**src/hdl/mcbd_pkg.sv**
```systemverilog
// Shared types, constants and the gamma helper for the mip-chain box downsampler.
// No dependencies; every other file but mcbd_ram imports this package.
package mcbd_pkg;

  localparam int CH_W        = 16;
  localparam int IN_CH       = 4;
  localparam int SRGB_CH     = 3;
  localparam int IN_TDATA_W  = 64;
  localparam int OUT_TDATA_W = 96;
  localparam int CFG_IDX_W   = 3;
  localparam int CFG_DATA_W  = 13;
  localparam int LVL_OUT_W   = 4;
  localparam int POS_OUT_W   = 11;

  // configuration register indexes
  localparam logic [CFG_IDX_W-1:0] REG_WIDTH  = 3'd0;
  localparam logic [CFG_IDX_W-1:0] REG_HEIGHT = 3'd1;
  localparam logic [CFG_IDX_W-1:0] REG_NCH    = 3'd2;
  localparam logic [CFG_IDX_W-1:0] REG_S16    = 3'd3;
  localparam logic [CFG_IDX_W-1:0] REG_SRGB   = 3'd4;

  typedef enum logic [1:0] {
    ACT_DROP,
    ACT_STORE,
    ACT_HOLD,
    ACT_EMIT
  } cell_act_e;

  typedef struct packed {
    cell_act_e act;
    logic      same_row;
    logic      same_col;
    logic      final_px;
  } cell_info_t;

  // restoring long division, shift and subtract per quotient bit
  function automatic logic [63:0] div_u64(input logic [63:0] n, input logic [63:0] d);
    logic [63:0] quo;
    logic [63:0] rem;
    int          i;
    quo = '0;
    rem = '0;
    for (i = 63; i >= 0; i--) begin
      rem = {rem[62:0], n[i]};
      if (rem >= d) begin
        rem    = rem - d;
        quo[i] = 1'b1;
      end
    end
    return quo;
  endfunction

  // floor(2^lb * n^2 * r / (d^2 * 1024)), r = integer fifth root of n*2^50/d.
  // d is 255 or 510; only evaluated at elaboration to build tables.
  function automatic logic [63:0] gamma_fix(input logic [63:0] num, input logic half_step,
                                            input int lb);
    logic [63:0] q;
    logic [63:0] r;
    logic [63:0] t;
    logic [63:0] p5;
    int          b;
    q = div_u64(num << 50, half_step ? 64'd510 : 64'd255);
    r = '0;
    for (b = 10; b >= 0; b--) begin
      t  = r | (64'd1 << b);
      p5 = t * t * t * t * t;
      if (t <= 64'd1024 && p5 <= q) r = t;
    end
    return div_u64((64'd1 << lb) * num * num * r,
                   half_step ? 64'd266342400 : 64'd66585600);
  endfunction

endpackage

```
**src/hdl/mcbd_cell.sv**
```systemverilog
// One mip level: geometry, source-position stepping and held left pixel.
// Depends on mcbd_pkg. Geometry ripples to the next cell one level per cycle.
module mcbd_cell import mcbd_pkg::*; #(
  parameter int MAX_DIM      = 4096,
  parameter int MAX_LEVELS   = 12,
  parameter int MAX_CHANNELS = 4,
  parameter int LEVEL        = 0
) (
  input  logic                                clk_i,
  input  logic                                rst_ni,
  input  logic                                clear_i,
  input  logic [$clog2(MAX_DIM+1)-1:0]        w_i,
  input  logic [$clog2(MAX_DIM+1)-1:0]        h_i,
  input  logic [$clog2(2*MAX_DIM)-1:0]        base_i,
  output logic [$clog2(MAX_DIM+1)-1:0]        w_o,
  output logic [$clog2(MAX_DIM+1)-1:0]        h_o,
  output logic [$clog2(2*MAX_DIM)-1:0]        base_o,
  input  logic [$clog2(MAX_DIM+1)-1:0]        col_i,
  input  logic [$clog2(MAX_DIM+1)-1:0]        row_i,
  input  logic [MAX_CHANNELS-1:0][CH_W-1:0]   pix_i,
  input  logic                                hold_i,
  input  logic                                adv_i,
  output cell_info_t                          info_o,
  output logic [$clog2(MAX_DIM+1)-1:0]        x_o,
  output logic [$clog2(MAX_DIM+1)-1:0]        y_o,
  output logic [$clog2(2*MAX_DIM)-1:0]        addr_col_o,
  output logic [$clog2(2*MAX_DIM)-1:0]        addr_sx_o,
  output logic [$clog2(2*MAX_DIM)-1:0]        addr_sx1_o,
  output logic [MAX_CHANNELS-1:0][CH_W-1:0]   held_o
);

  localparam int DIM_W  = $clog2(MAX_DIM+1);
  localparam int ADDR_W = $clog2(2*MAX_DIM);
  localparam int SUM_W  = DIM_W + 1;

  logic [DIM_W-1:0]  w_q, h_q;
  logic [ADDR_W-1:0] base_q;
  logic [DIM_W-1:0]  x_q, y_q, sx_q, sy_q, ax_q, ay_q;
  logic [MAX_CHANNELS-1:0][CH_W-1:0] held_q;

  logic [DIM_W-1:0] nw, nh, sx1, sy1;
  logic [1:0]       step_w, step_h;
  logic             rem_w, rem_h, lvl_on, last_lvl, live;
  logic [SUM_W-1:0] sxp, syp, ax_sum, ay_sum;
  logic             ax_wrap, ay_wrap;
  logic             row_end;

  always_ff @(posedge clk_i or negedge rst_ni) begin
    if (!rst_ni) begin
      w_q    <= '0;
      h_q    <= '0;
      base_q <= '0;
    end else begin
      w_q    <= w_i;
      h_q    <= h_i;
      base_q <= base_i;
    end
  end

  // next-level size and the exact W/NW step: quotient and remainder
  always_comb begin
    nw = (w_q > DIM_W'(1)) ? (w_q >> 1) : DIM_W'(1);
    nh = (h_q > DIM_W'(1)) ? (h_q >> 1) : DIM_W'(1);
    if (w_q <= DIM_W'(1)) begin
      step_w = 2'd1; rem_w = 1'b0;
    end else if (w_q == DIM_W'(3)) begin
      step_w = 2'd3; rem_w = 1'b0;
    end else begin
      step_w = 2'd2; rem_w = w_q[0];
    end
    if (h_q <= DIM_W'(1)) begin
      step_h = 2'd1; rem_h = 1'b0;
    end else if (h_q == DIM_W'(3)) begin
      step_h = 2'd3; rem_h = 1'b0;
    end else begin
      step_h = 2'd2; rem_h = h_q[0];
    end
  end

  assign lvl_on   = (w_q > DIM_W'(1)) || (h_q > DIM_W'(1));
  assign last_lvl = (LEVEL == MAX_LEVELS - 1) || !((nw > DIM_W'(1)) || (nh > DIM_W'(1)));
  assign live     = lvl_on && (y_q < nh) && (x_q < nw);

  assign sxp = SUM_W'(sx_q) + SUM_W'(1);
  assign syp = SUM_W'(sy_q) + SUM_W'(1);
  assign sx1 = (sxp < SUM_W'(w_q)) ? sxp[DIM_W-1:0] : sx_q;
  assign sy1 = (syp < SUM_W'(h_q)) ? syp[DIM_W-1:0] : sy_q;

  always_comb begin
    info_o.act = ACT_DROP;
    if (live) begin
      if (row_i == sy_q && row_i != sy1) begin
        info_o.act = ACT_STORE;
      end else if (row_i == sy1) begin
        if (col_i == sx_q && col_i != sx1) info_o.act = ACT_HOLD;
        else if (col_i == sx1)             info_o.act = ACT_EMIT;
      end
    end
    info_o.same_row = (sy_q == sy1);
    info_o.same_col = (sx_q == sx1);
    info_o.final_px = last_lvl && (x_q == nw - DIM_W'(1)) && (y_q == nh - DIM_W'(1));
  end

  assign row_end = (x_q == nw - DIM_W'(1));
  assign ax_sum  = SUM_W'(ax_q) + SUM_W'(rem_w);
  assign ay_sum  = SUM_W'(ay_q) + SUM_W'(rem_h);
  assign ax_wrap = ax_sum >= SUM_W'(nw);
  assign ay_wrap = ay_sum >= SUM_W'(nh);

  always_ff @(posedge clk_i or negedge rst_ni) begin
    if (!rst_ni) begin
      x_q  <= '0;
      y_q  <= '0;
      sx_q <= '0;
      sy_q <= '0;
      ax_q <= '0;
      ay_q <= '0;
    end else if (clear_i) begin
      x_q  <= '0;
      y_q  <= '0;
      sx_q <= '0;
      sy_q <= '0;
      ax_q <= '0;
      ay_q <= '0;
    end else if (adv_i) begin
      if (row_end) begin
        x_q  <= '0;
        ax_q <= '0;
        sx_q <= '0;
        y_q  <= y_q + DIM_W'(1);
        ay_q <= DIM_W'(ay_wrap ? ay_sum - SUM_W'(nh) : ay_sum);
        sy_q <= sy_q + DIM_W'(step_h) + DIM_W'(ay_wrap);
      end else begin
        x_q  <= x_q + DIM_W'(1);
        ax_q <= DIM_W'(ax_wrap ? ax_sum - SUM_W'(nw) : ax_sum);
        sx_q <= sx_q + DIM_W'(step_w) + DIM_W'(ax_wrap);
      end
    end
  end

  always_ff @(posedge clk_i) begin
    if (hold_i) held_q <= pix_i;
  end

  assign w_o        = nw;
  assign h_o        = nh;
  assign base_o     = base_q + ADDR_W'(w_q);
  assign x_o        = x_q;
  assign y_o        = y_q;
  assign addr_col_o = base_q + ADDR_W'(col_i);
  assign addr_sx_o  = base_q + ADDR_W'(sx_q);
  assign addr_sx1_o = base_q + ADDR_W'(sx1);
  assign held_o     = held_q;

endmodule

```
**config.mk**
```make
export PLATFORM = sky130hd
export DESIGN_NAME = mcbd_cell
export DESIGN_NICKNAME = d
export VERILOG_FILES = /design/src/hdl/mcbd_pkg.sv /design/src/hdl/mcbd_cell.sv
export SDC_FILE = /design/constraint.sdc
export NUM_CORES = 1
export LEC_CHECK = 0
export ABC_AREA = 1
export BUFFER_PORTS_ARGS = -buffer_cell sky130_fd_sc_hd__clkbuf_2
export CAP_MARGIN = 40
export CELL_PAD_IN_SITES_DETAIL_PLACEMENT = 1
export CELL_PAD_IN_SITES_GLOBAL_PLACEMENT = 1
export CORE_UTILIZATION = 38
export CTS_BUF_LIST = sky130_fd_sc_hd__clkbuf_4 sky130_fd_sc_hd__clkbuf_8
export CTS_CLUSTER_DIAMETER = 40
export CTS_CLUSTER_SIZE = 10
export DETAILED_ROUTE_END_ITERATION = 12
export MAX_ROUTING_LAYER = met4
export PLACE_DENSITY_LB_ADDON = 0.1
export SLEW_MARGIN = 20
export SYNTH_ARGS = -nofsm -noshare
export SYNTH_HDL_FRONTEND = slang
export SYNTH_SLANG_ARGS = --single-unit
export TNS_END_PERCENT = 1
```
**constraint.sdc**
```tcl
create_clock -name clk_i -period 5.4 [get_ports clk_i]
set_input_delay 0.54 -clock clk_i [delete_from_list [all_inputs] [get_ports clk_i]]
set_output_delay 0.54 -clock clk_i [all_outputs]
set_load 0.01 [all_outputs]
```
After elaboration in Yosys (flattened, before gate mapping)
Index checks and enable logic that the tools add are counted.

word-level totals
  bits in registers = 181
  input bits = 134
  output and inout port bits = 173
  word-level logic and storage cells = 104

cells by class
  reduce and logical (&&, ||, !) cells = 12
  equal/unequal tests = 12
  add/sub/neg operators = 18
  magnitude comparators = 12
  mux-type cells = 37

operator list
  operator                                                                            count
  13-bit 2-to-1 mux                                                                   22
  13-bit equality test                                                                8
  13-bit adder                                                                        4
  13-bit by 1-bit adder with 14-bit output                                            2
  13-bit by 1-bit adder with 14-bit output (second input constant)                    2
  14-bit by 12-bit greater-or-equal comparator with 1-bit output                      2
  14-bit by 13-bit less-than comparator with 1-bit output                             2
  13-bit by 1-bit adder with 13-bit output                                            2
  13-bit by 1-bit adder with 13-bit output (second input constant)                    2
  13-bit by 2-bit adder with 13-bit output                                            2
  13-bit by 2-bit equality test with 1-bit output (second input constant)             2
  13-bit by 1-bit > comparator with 1-bit output (second input constant)              2
  13-bit by 1-bit less-or-equal comparator with 1-bit output (second input constant)  2
  13-bit by 12-bit less-than comparator with 1-bit output                             2
  13-bit inequality test                                                              2
  12-bit by 1-bit subtractor with 13-bit output (second input constant)               2
  13-bit by 12-bit subtractor with 13-bit output                                      2
  12-bit by 1-bit > comparator with 1-bit output (second input constant)              2
  12-bit 2-to-1 mux                                                                   2
  2-bit 2-to-1 mux                                                                    7
  1-bit logical AND                                                                   6
  1-bit 2-to-1 mux                                                                    6
  2-bit nonzero test                                                                  2
  1-bit logical OR                                                                    2
  other kinds (2)                                                                     2

Depth between registers and ports, before layout
Gate-level depths: netlist of the first run.

  depth after elaboration = 9
  mapped depth = 34
  gate-level depth less buffers = 34

Least setup slack after synthesis of the first run
OpenSTA, ideal clock, no wires.

  path kind = register -> register
  start point = register w_q[11]
  end point = register sx_q[12]
  data arrival time = 5.036 ns
  slack = 0.287 ns
  stages on the path, launching flop included = 34
  path buffers = 1
  cell sequence = dfrtp_1 -> inv_2 -> nand2_1 -> nor2_4 -> nand2_4 -> a2111oi_0 -> nor2_1 -> ha_1 -> ha_1 -> nand2_1 -> nor2_1 -> nand4_1 -> nor2_1 -> nand2_1 -> xor2_1 -> inv_1 -> ha_1 -> nand2_1 -> nor2_1 -> and2_1 -> nand3_1 -> o21ai_0 -> nor2_1 -> nand3_1 -> clkbuf_1 -> fa_1 -> fa_1 -> inv_1 -> nor2_1 -> nand2_1 -> nor4_1 -> nand3_1 -> xor2_1 -> a21oi_1

between the ends
  cells in the longest elaborated chain, start to end = 9
  elaborated cells on any way between the ends = 17

RTL lines
  what                                                                                              RTL line          RTL
  start, declared                                                                                   mcbd_cell.sv:36   logic [DIM_W-1:0] w_q, h_q;
  start signal, assigned                                                                            mcbd_cell.sv:54   w_q <= w_i;
  parallel branches: the longest is 6 deep, another holds 13-bit by 1-bit adder with 14-bit output  n/a
  13-bit 2-to-1 mux (*)                                                                             mcbd_cell.sv:126  if (row_end) begin
  13-bit 2-to-1 mux (*)                                                                             mcbd_cell.sv:125  end else if (adv_i) begin
  13-bit 2-to-1 mux (*)                                                                             mcbd_cell.sv:118  end else if (clear_i) begin
  end signal, assigned                                                                              mcbd_cell.sv:136  sx_q <= sx_q + DIM_W'(step_w) + DIM_W'(ax_wrap);
  end, declared                                                                                     mcbd_cell.sv:38   logic [DIM_W-1:0] x_q, y_q, sx_q, sy_q, ax_q, ay_q;

Every way passes the cells marked *. The select of a mux whose other input is x is not followed.
A chain may end at the register's enable or synchronous reset.

Final worst setup path of the first run
  start point = register sx_q[0]
  end point = output port addr_sx1_o[10]

between the ends
  cells in the longest elaborated chain, start to end = 4

RTL lines
  what                                                     RTL line          RTL
  13-bit by 1-bit adder with 14-bit output                 mcbd_cell.sv:84   assign sxp = SUM_W'(sx_q) + SUM_W'(1);
  14-bit by 13-bit less-than comparator with 1-bit output  mcbd_cell.sv:86   assign sx1 = (sxp < SUM_W'(w_q)) ? sxp[DIM_W-1:0] : sx_q;
  13-bit 2-to-1 mux (*)                                    mcbd_cell.sv:86
  13-bit adder (*)                                         mcbd_cell.sv:152  assign addr_sx1_o = base_q + ADDR_W'(sx1);
  end, declared                                            mcbd_cell.sv:28   output logic [$clog2(2*MAX_DIM)-1:0] addr_sx1_o,

Every way passes the cells marked *; elsewhere a longest branch is shown, timed or not.

==> results of run 1 <==
-- flip-flops by register name, summed over array words and instances (netlist names) --
| register | flops |
|---|---|
| held_o | 64 |
| ax_q | 13 |
| ay_q | 13 |
| base_q | 13 |
| h_q | 13 |
| sx_q | 13 |
| sy_q | 13 |
| w_q | 13 |
| x_o | 13 |
| y_o | 13 |
-- cell usage after synthesis, types with 2 or more instances --
master	instances
o221ai_1	4
o21ai_0	78
xnor2_1	53
buf_2	16
o2111ai_1	2
nand4_1	42
inv_2	5
buf_4	6
a31oi_1	4
nor3_1	21
nand2_2	3
a21o_1	8
a2111oi_0	2
a21boi_0	2
edfxtp_1	64
nand2_4	2
nand2_1	480
nor3b_1	2
buf_6	5
a21oi_1	106
nor2_2	7
nand3b_1	14
a211oi_1	4
or2_2	9
inv_1	251
and2_1	2
nor4_1	10
clkbuf_1	46
ha_1	134
dfrtp_1	117
o22ai_1	4
xor2_1	133
o21ai_1	2
fa_1	10
nor2_1	190
nor2_4	4
nand3_1	147
clkbuf_2	3
o21bai_1	6
-- worst max-delay path, delay by kind of cell, from the launching register on --
family	cells	cell delay, ns
XOR/XNOR	1	0.16
AND/OR/NAND/NOR	15	1.38
adder cells (fa/ha/maj)	2	0.56
buffers and inverters	7	0.83
AO/OA/AOI/OAI	5	0.76
flip-flops	1	0.41
-- worst min path at each step --
stage                       start  endpoint  slack [ns]  depth (start not counted)
final                      rst_ni   ax_q[8]      -0.008                          1
after global routing       rst_ni   ax_q[7]        0.03                          1
after CTS                  rst_ni   ax_q[0]        0.01                          1
after detailed placement  ay_q[3]   ay_q[3]        0.46                          2
after global placement    ay_q[3]   ay_q[3]        0.47                          2
after floorplan            rst_ni   ax_q[0]        0.24                          0
-- per-stage QoR --
stage          util, %  instance area [µm²]
2_1_floorplan        -                15000
3_3_place_gp      44.1                17100
3_5_place_dp      44.2                17100
4_1_cts           45.2                17600
5_1_grt           46.3                18000
6_report          46.3                18000
-- area by class of cell --
cell class / instances / area (µm²) / share of cell area, %
clock inverter: 15 / 151 / 0.842
tap: 518 / 648 / 3.60
multi-input combinational: 1499 / 9000 / 50.1
clock buffer: 17 / 234 / 1.30
sequential: 181 / 4860 / 27.0
inverter: 256 / 963 / 5.36
timing repair buffer: 370 / 2120 / 11.8
-- layout by cell type (no fill, tap or decap), types with 5 or more instances in the layout --
cell      count
xor2_1      130
buf_6         5
nor2_2       17
nor3_1       20
ha_1        132
inv_1       249
nor4_1        8
o21ai_1       8
nor2_1      178
nand3_1     144
nor2_4        6
dfrtp_1     108
nand2_2       9
clkbuf_8     17
dfrtp_2       9
o21bai_1      6
a21oi_1     102
nand4_1      42
a21o_1        8
o21ai_0      72
or2_2         9
clkbuf_2    302
edfxtp_1     64
inv_2         6
inv_8         6
nand2_1     474
fa_1          8
buf_4        58
xnor2_1      53
nand3b_1     14
-- repair_timing --
item,in CTS,in global routing
endpoints found under the setup margin,3,27
setup buffers,0,21
gates resized for setup,10,53
pin swaps,0,6
-- per-layer routing --
| layer | part of all wire (%) | track usage, % |
|---|---|---|
| met2 | 50 | 47.8 |
| met1 | 45 | 35.2 |
| met4 | 2.0 | 6.68 |
| met5 | 0 | - |
| met3 | 3.2 | 4.04 |
-- cell families (layout without fill, tap and decap cells) --
kind of cell	Yosys count	count (layout)	share of synthesized area, %
buf+inv	332	658	8.86
fa+ha+maj	144	144	12.5
simple gates	940	940	27.1
other cells	1	2	0.0250
flops	181	181	32.3
xor+xnor	187	187	11.0
compound gates	226	226	8.23
-- power by group --
part / internal (mW) / switching (mW) / leakage, nW / total, mW
clock: 0.349 / 0.643 / 0.196 / 0.991
sequential: 1.55 / 0.135 / 2.14 / 1.68
combinational: 0.637 / 1.03 / 6.99 / 1.66
==> results.sh, run 1 <==
export IMPL_crit_top_cell="nand2_1"
export IMPL_setup_violations=0
export IMPL_post_dp_hpwl_um=43500
export IMPL_gp_congestion=0.930
export IMPL_grt_max_degree=66
export IMPL_dp_slack_ns=0.00128
export IMPL_startpoint_type="register"
export IMPL_dr_pass1_iters=5
export IMPL_wirelength_um=54400
export IMPL_ys_types=52
export IMPL_leakagePower_nw=9.33
export IMPL_synth_area_leaders="dfrtp_1 20%, edfxtp_1 13%, nand2_1 12%"
export IMPL_avgSynthCellArea_um2=7.46
export IMPL_p_total_mw=4.34
export IMPL_hold_viol_final=2
export IMPL_cts_max_level=4
export IMPL_violations="negative hold slack"
export IMPL_r2r_start="h_q[7]"
export IMPL_grt_overflow=0
export IMPL_synth_async_reset_ratio_pct=64.6
export IMPL_cts_tree="yes"
export IMPL_worst_setup_path_end_kind="output port"
export IMPL_nNetsFinal=2603
export IMPL_final_cells=2856
export IMPL_timing_rr_end="sy_q[8]"
export IMPL_fin_worst_skew_ns=0.0183
export IMPL_worstPathArrival_ns=4.62
export IMPL_r2r_slack_ns=0.38
export IMPL_slew_viol_final=0
export IMPL_yosysTopAreaCell="dfrtp_1"
export IMPL_hp_class="in2async"
export IMPL_rsz0062_at_grt="yes"
export IMPL_syn_area_um2=15000
export IMPL_coreArea_um2=38800
export IMPL_hold_ws_ns=-0.00775
export IMPL_initial_utilization_pct=38.6
export IMPL_die_x_um=201
export IMPL_cts_sinks=181
export IMPL_grt_use_total_pct=28.1
export IMPL_slew_headroom_pct=48.4
export IMPL_clk_latency_ns=0.53
export IMPL_cap_violations=0
export IMPL_fin_tns_setup_ns=0
export IMPL_cp_endpoint="addr_sx1_o[10]"
export IMPL_slowest_delay_ns=0.41
export IMPL_worstRegToRegCells=33
export IMPL_fin_crit_sh_pct=95.6
export IMPL_grt_pass1_vias=15400
export IMPL_clkSlewWorstSetupHoldPaths_ns=0.10
export IMPL_die_area_um2=40300
export IMPL_drive_above_1_share_pct=20.6
export IMPL_viasPerCell=5.16
export IMPL_io_buffers=304
export IMPL_synth_seq_area_share_pct=32.3
export IMPL_vias=14700
export IMPL_worstPathMaxFanout=13
export IMPL_row_count=72
export IMPL_antenna_found_initial=0
export IMPL_diodes=0
export IMPL_root_buffer="clkbuf_8"
export IMPL_power_density_nw_per_um2=241
export IMPL_path_class="reg2out"
export IMPL_synth_top_area_share_pct=19.5
export IMPL_fmax_ghz=0.194
export IMPL_dieHeight_um=201
export IMPL_ir_worst_vdd_mv=0.153
export IMPL_ant_nets=0
export IMPL_drc_errors=0
export IMPL_ys_ff_latch=181
export IMPL_crit_slowest_cell="dfrtp_1"
export IMPL_dp_cells=2799
export IMPL_required_ns=4.86
export IMPL_area_growth_pct=19.8
export IMPL_ioPinCount=307
export IMPL_period_needed_ns=5.16
export IMPL_synth_edf_count=64
export IMPL_worstMarginPinSlew_ns=0.773
export IMPL_synth_ff_type="dfrtp_1"
export IMPL_status="finished, violations left"
export IMPL_clk_path_buf_depth=2
export IMPL_cts_buffers=17
export IMPL_num_fill_cells=5018
export IMPL_routedWlPerCell_um=19.0
export IMPL_drt_initial_drc_count=584
export IMPL_crit_start="sx_q[0]"
export IMPL_ys_warn_count=0
export IMPL_grt_pass1_wl_um=85700
export IMPL_layout_setup_ws_ns=0.240
export IMPL_cts_hold_buf=0
export IMPL_syn_inst=2011
Power figures use the tool's default switching activity.
==> run 2, diff against run 1 <==
- REMOVE_ABC_BUFFERS: unset -> 1
==> run 2 against run 1 <==
The flow now finishes without violations. Maximum frequency grew 1.1%. Critical path depth is 6 lower. Total power fell by 1.1%. Final area down 0.61%. Routed wire length down 3.4%. Non-clock buffer count decreased by 11. Die area unchanged. Core utilization down 0.28 points. Largest cell class unchanged. Highest routed layer unchanged.
==> results.sh, run 2 (synthesis results as in run 1) <==
export IMPL_status="finished clean"
export IMPL_power_switching_mw=1.76
export IMPL_worstPathArrival_ns=4.56
export IMPL_cts_tree="yes"
export IMPL_worst_setup_path_end_kind="output port"
export IMPL_fin_worst_skew_ns=0.0176
export IMPL_power_density_nw_per_um2=240
export IMPL_pwr_share_seq_pct=39.1
export IMPL_wirelength_um=52500
export IMPL_row_count=72
export IMPL_final_common_cell="nand2_1"
export IMPL_largest_reg_flops=64
export IMPL_root_buffer="clkbuf_8"
export IMPL_crit_start="sx_q[7]"
export IMPL_layout_setup_ws_ns=0.298
export IMPL_dp_slack_ns=-0.0526
export IMPL_mostFrequentLayoutCells="473 x nand2_1, 303 x clkbuf_2, 246 x inv_1"
export IMPL_clock_power_share_pct=22.4
export IMPL_fin_area_um2=17900
export IMPL_cts_sinks=181
export IMPL_die_area_um2=40300
export IMPL_io_buffers=304
export IMPL_vias=14500
export IMPL_grt_pass1_wl_um=83400
export IMPL_dieHeight_um=201
export IMPL_comb_power_share_pct=38.5
export IMPL_grt_use_total_pct=27.1
export IMPL_die_x_um=201
export IMPL_dr_pass1_iters=5
export IMPL_period_needed_ns=5.10
export IMPL_cts_max_level=4
export IMPL_startpoint_type="register"
export IMPL_worstMarginPinSlew_ns=0.764
export IMPL_path_class="reg2out"
export IMPL_required_ns=4.86
export IMPL_routedWlPerCell_um=18.5
export IMPL_diodes=0
export IMPL_grt_pass1_vias=15300
export IMPL_r2r_slack_ns=0.30
export IMPL_switching_share_pct=40.9
export IMPL_drt_initial_drc_count=584
export IMPL_setup_violations=0
export IMPL_ir_worst_vdd_mv=0.175
export IMPL_clkSlewWorstSetupHoldPaths_ns=0.11
export IMPL_hold_viol_final=0
export IMPL_r2r_start="w_q[10]"
export IMPL_rsz0062_at_grt="yes"
export IMPL_coreArea_um2=38800
export IMPL_gp_congestion=0.891
export IMPL_hold_ws_ns=0.0521
export IMPL_clk_path_buf_depth=2
export IMPL_antenna_found_initial=0
export IMPL_drive_above_1_share_pct=20.3
export IMPL_multi_input_area_um2=9020
export IMPL_fmax_ghz=0.196
export IMPL_leakagePower_nw=9.26
export IMPL_viasPerCell=5.11
export IMPL_slew_viol_final=0
export IMPL_area_growth_pct=19.1
export IMPL_grt_max_degree=69
export IMPL_hp_class="in2async"
export IMPL_drc_errors=0
export IMPL_clk_latency_ns=0.52
export IMPL_worstRegToRegCells=32
export IMPL_initial_utilization_pct=38.6
export IMPL_fin_crit_sh_pct=94.5
export IMPL_timing_rr_end="sx_q[12]"
export IMPL_ioPinCount=307
export IMPL_slew_headroom_pct=48.9
export IMPL_ant_nets=0
export IMPL_grt_overflow=0
export IMPL_ff_latch_area_um2=4860
export IMPL_cap_violations=0
export IMPL_placed_cell_area_um2=17200
export IMPL_intPower_mw=2.53
export IMPL_num_fill_cells=4973
export IMPL_post_dp_hpwl_um=42300
export IMPL_worstPathMaxFanout=4
export IMPL_nNetsFinal=2592
export IMPL_cts_buffers=17
-- run 2: power groups by stage --
| stage | clock, mW | combinational, mW | sequential, mW |
|---|---|---|---|
| after floorplan | 0 | 1.02 | 1.71 |
| after global placement | 0 | 1.58 | 1.70 |
| after detailed placement | 0 | 1.63 | 1.71 |
| after CTS | 1.01 | 1.64 | 1.68 |
| after global routing | 1.04 | 1.87 | 1.70 |
| final | 0.962 | 1.65 | 1.68 |
-- run 2: worst max path at each step --
stage                                 to  slack [ns]  cells past startpoint
after global routing      addr_sx1_o[10]       -0.09                     27
after floorplan                 sx_q[12]       -0.02                     32
after detailed placement        sx_q[12]       -0.05                     32
final                     addr_sx1_o[10]        0.30                     24
after CTS                 addr_sx1_o[10]       0.002                     29
after global placement           sy_q[8]        0.23                     33
-- run 2: layer usage --
layer	share of wire [%]	track usage (%)	vias up
met1	45	33.3	7082
li1	-	-	7113
met5	0	-	-
met3	3.5	4.03	58
met2	50	46.6	293
met4	1.9	6.68	0
-- run 2: layout make-up --
type,instances,area share [%]
clock inverters,14,0.819
clock buffers,18,1.35
well taps,518,3.63
flip-flops and latches,181,27.2
inverters,256,5.39
repair buffers,359,11.1
multi-input cells,1499,50.5
-- run 2: stage by stage --
stage / total power, mW / instances / TNS [ns] / utilization (%)
2_1_floorplan: 2.72 / 1936 / -0.0171 / -
3_3_place_gp: 3.28 / 2799 / 0 / 44.1
3_5_place_dp: 3.33 / 2800 / -0.0697 / 44.2
4_1_cts: 4.33 / 2836 / 0 / 45.4
5_1_grt: 4.60 / 2845 / -0.113 / 46.0
6_report: 4.29 / 2845 / 0 / 46.0
-- run 2: timing repair --
action                                  in CTS  in global routing
pin swaps                                    0                  9
gates resized for setup                     14                 48
setup buffers                                4                  8
endpoints found under the setup margin       5                 14
endpoints found under the hold margin        0                  0
hold buffers                                 0                  0
-- run 2: worst max-delay path, stage by stage (launching register included) --
cell      delay, ns
dfrtp_1        0.41
buf_4          0.14
nand2_1        0.12
nor2_2         0.23
nand3_1        0.15
xor2_2         0.22
ha_1           0.30
a21oi_1        0.18
nand2_1        0.07
inv_1          0.08
nand3_2        0.11
xor2_1         0.18
ha_2           0.20
fa_2           0.35
nand3_1        0.09
nand2_1        0.11
nand2_1        0.08
nand2_1        0.08
a21oi_2        0.18
o21ai_1        0.11
a21oi_1        0.16
nor2_1         0.06
nor2_1         0.13
xor2_1         0.16
clkbuf_2       0.15
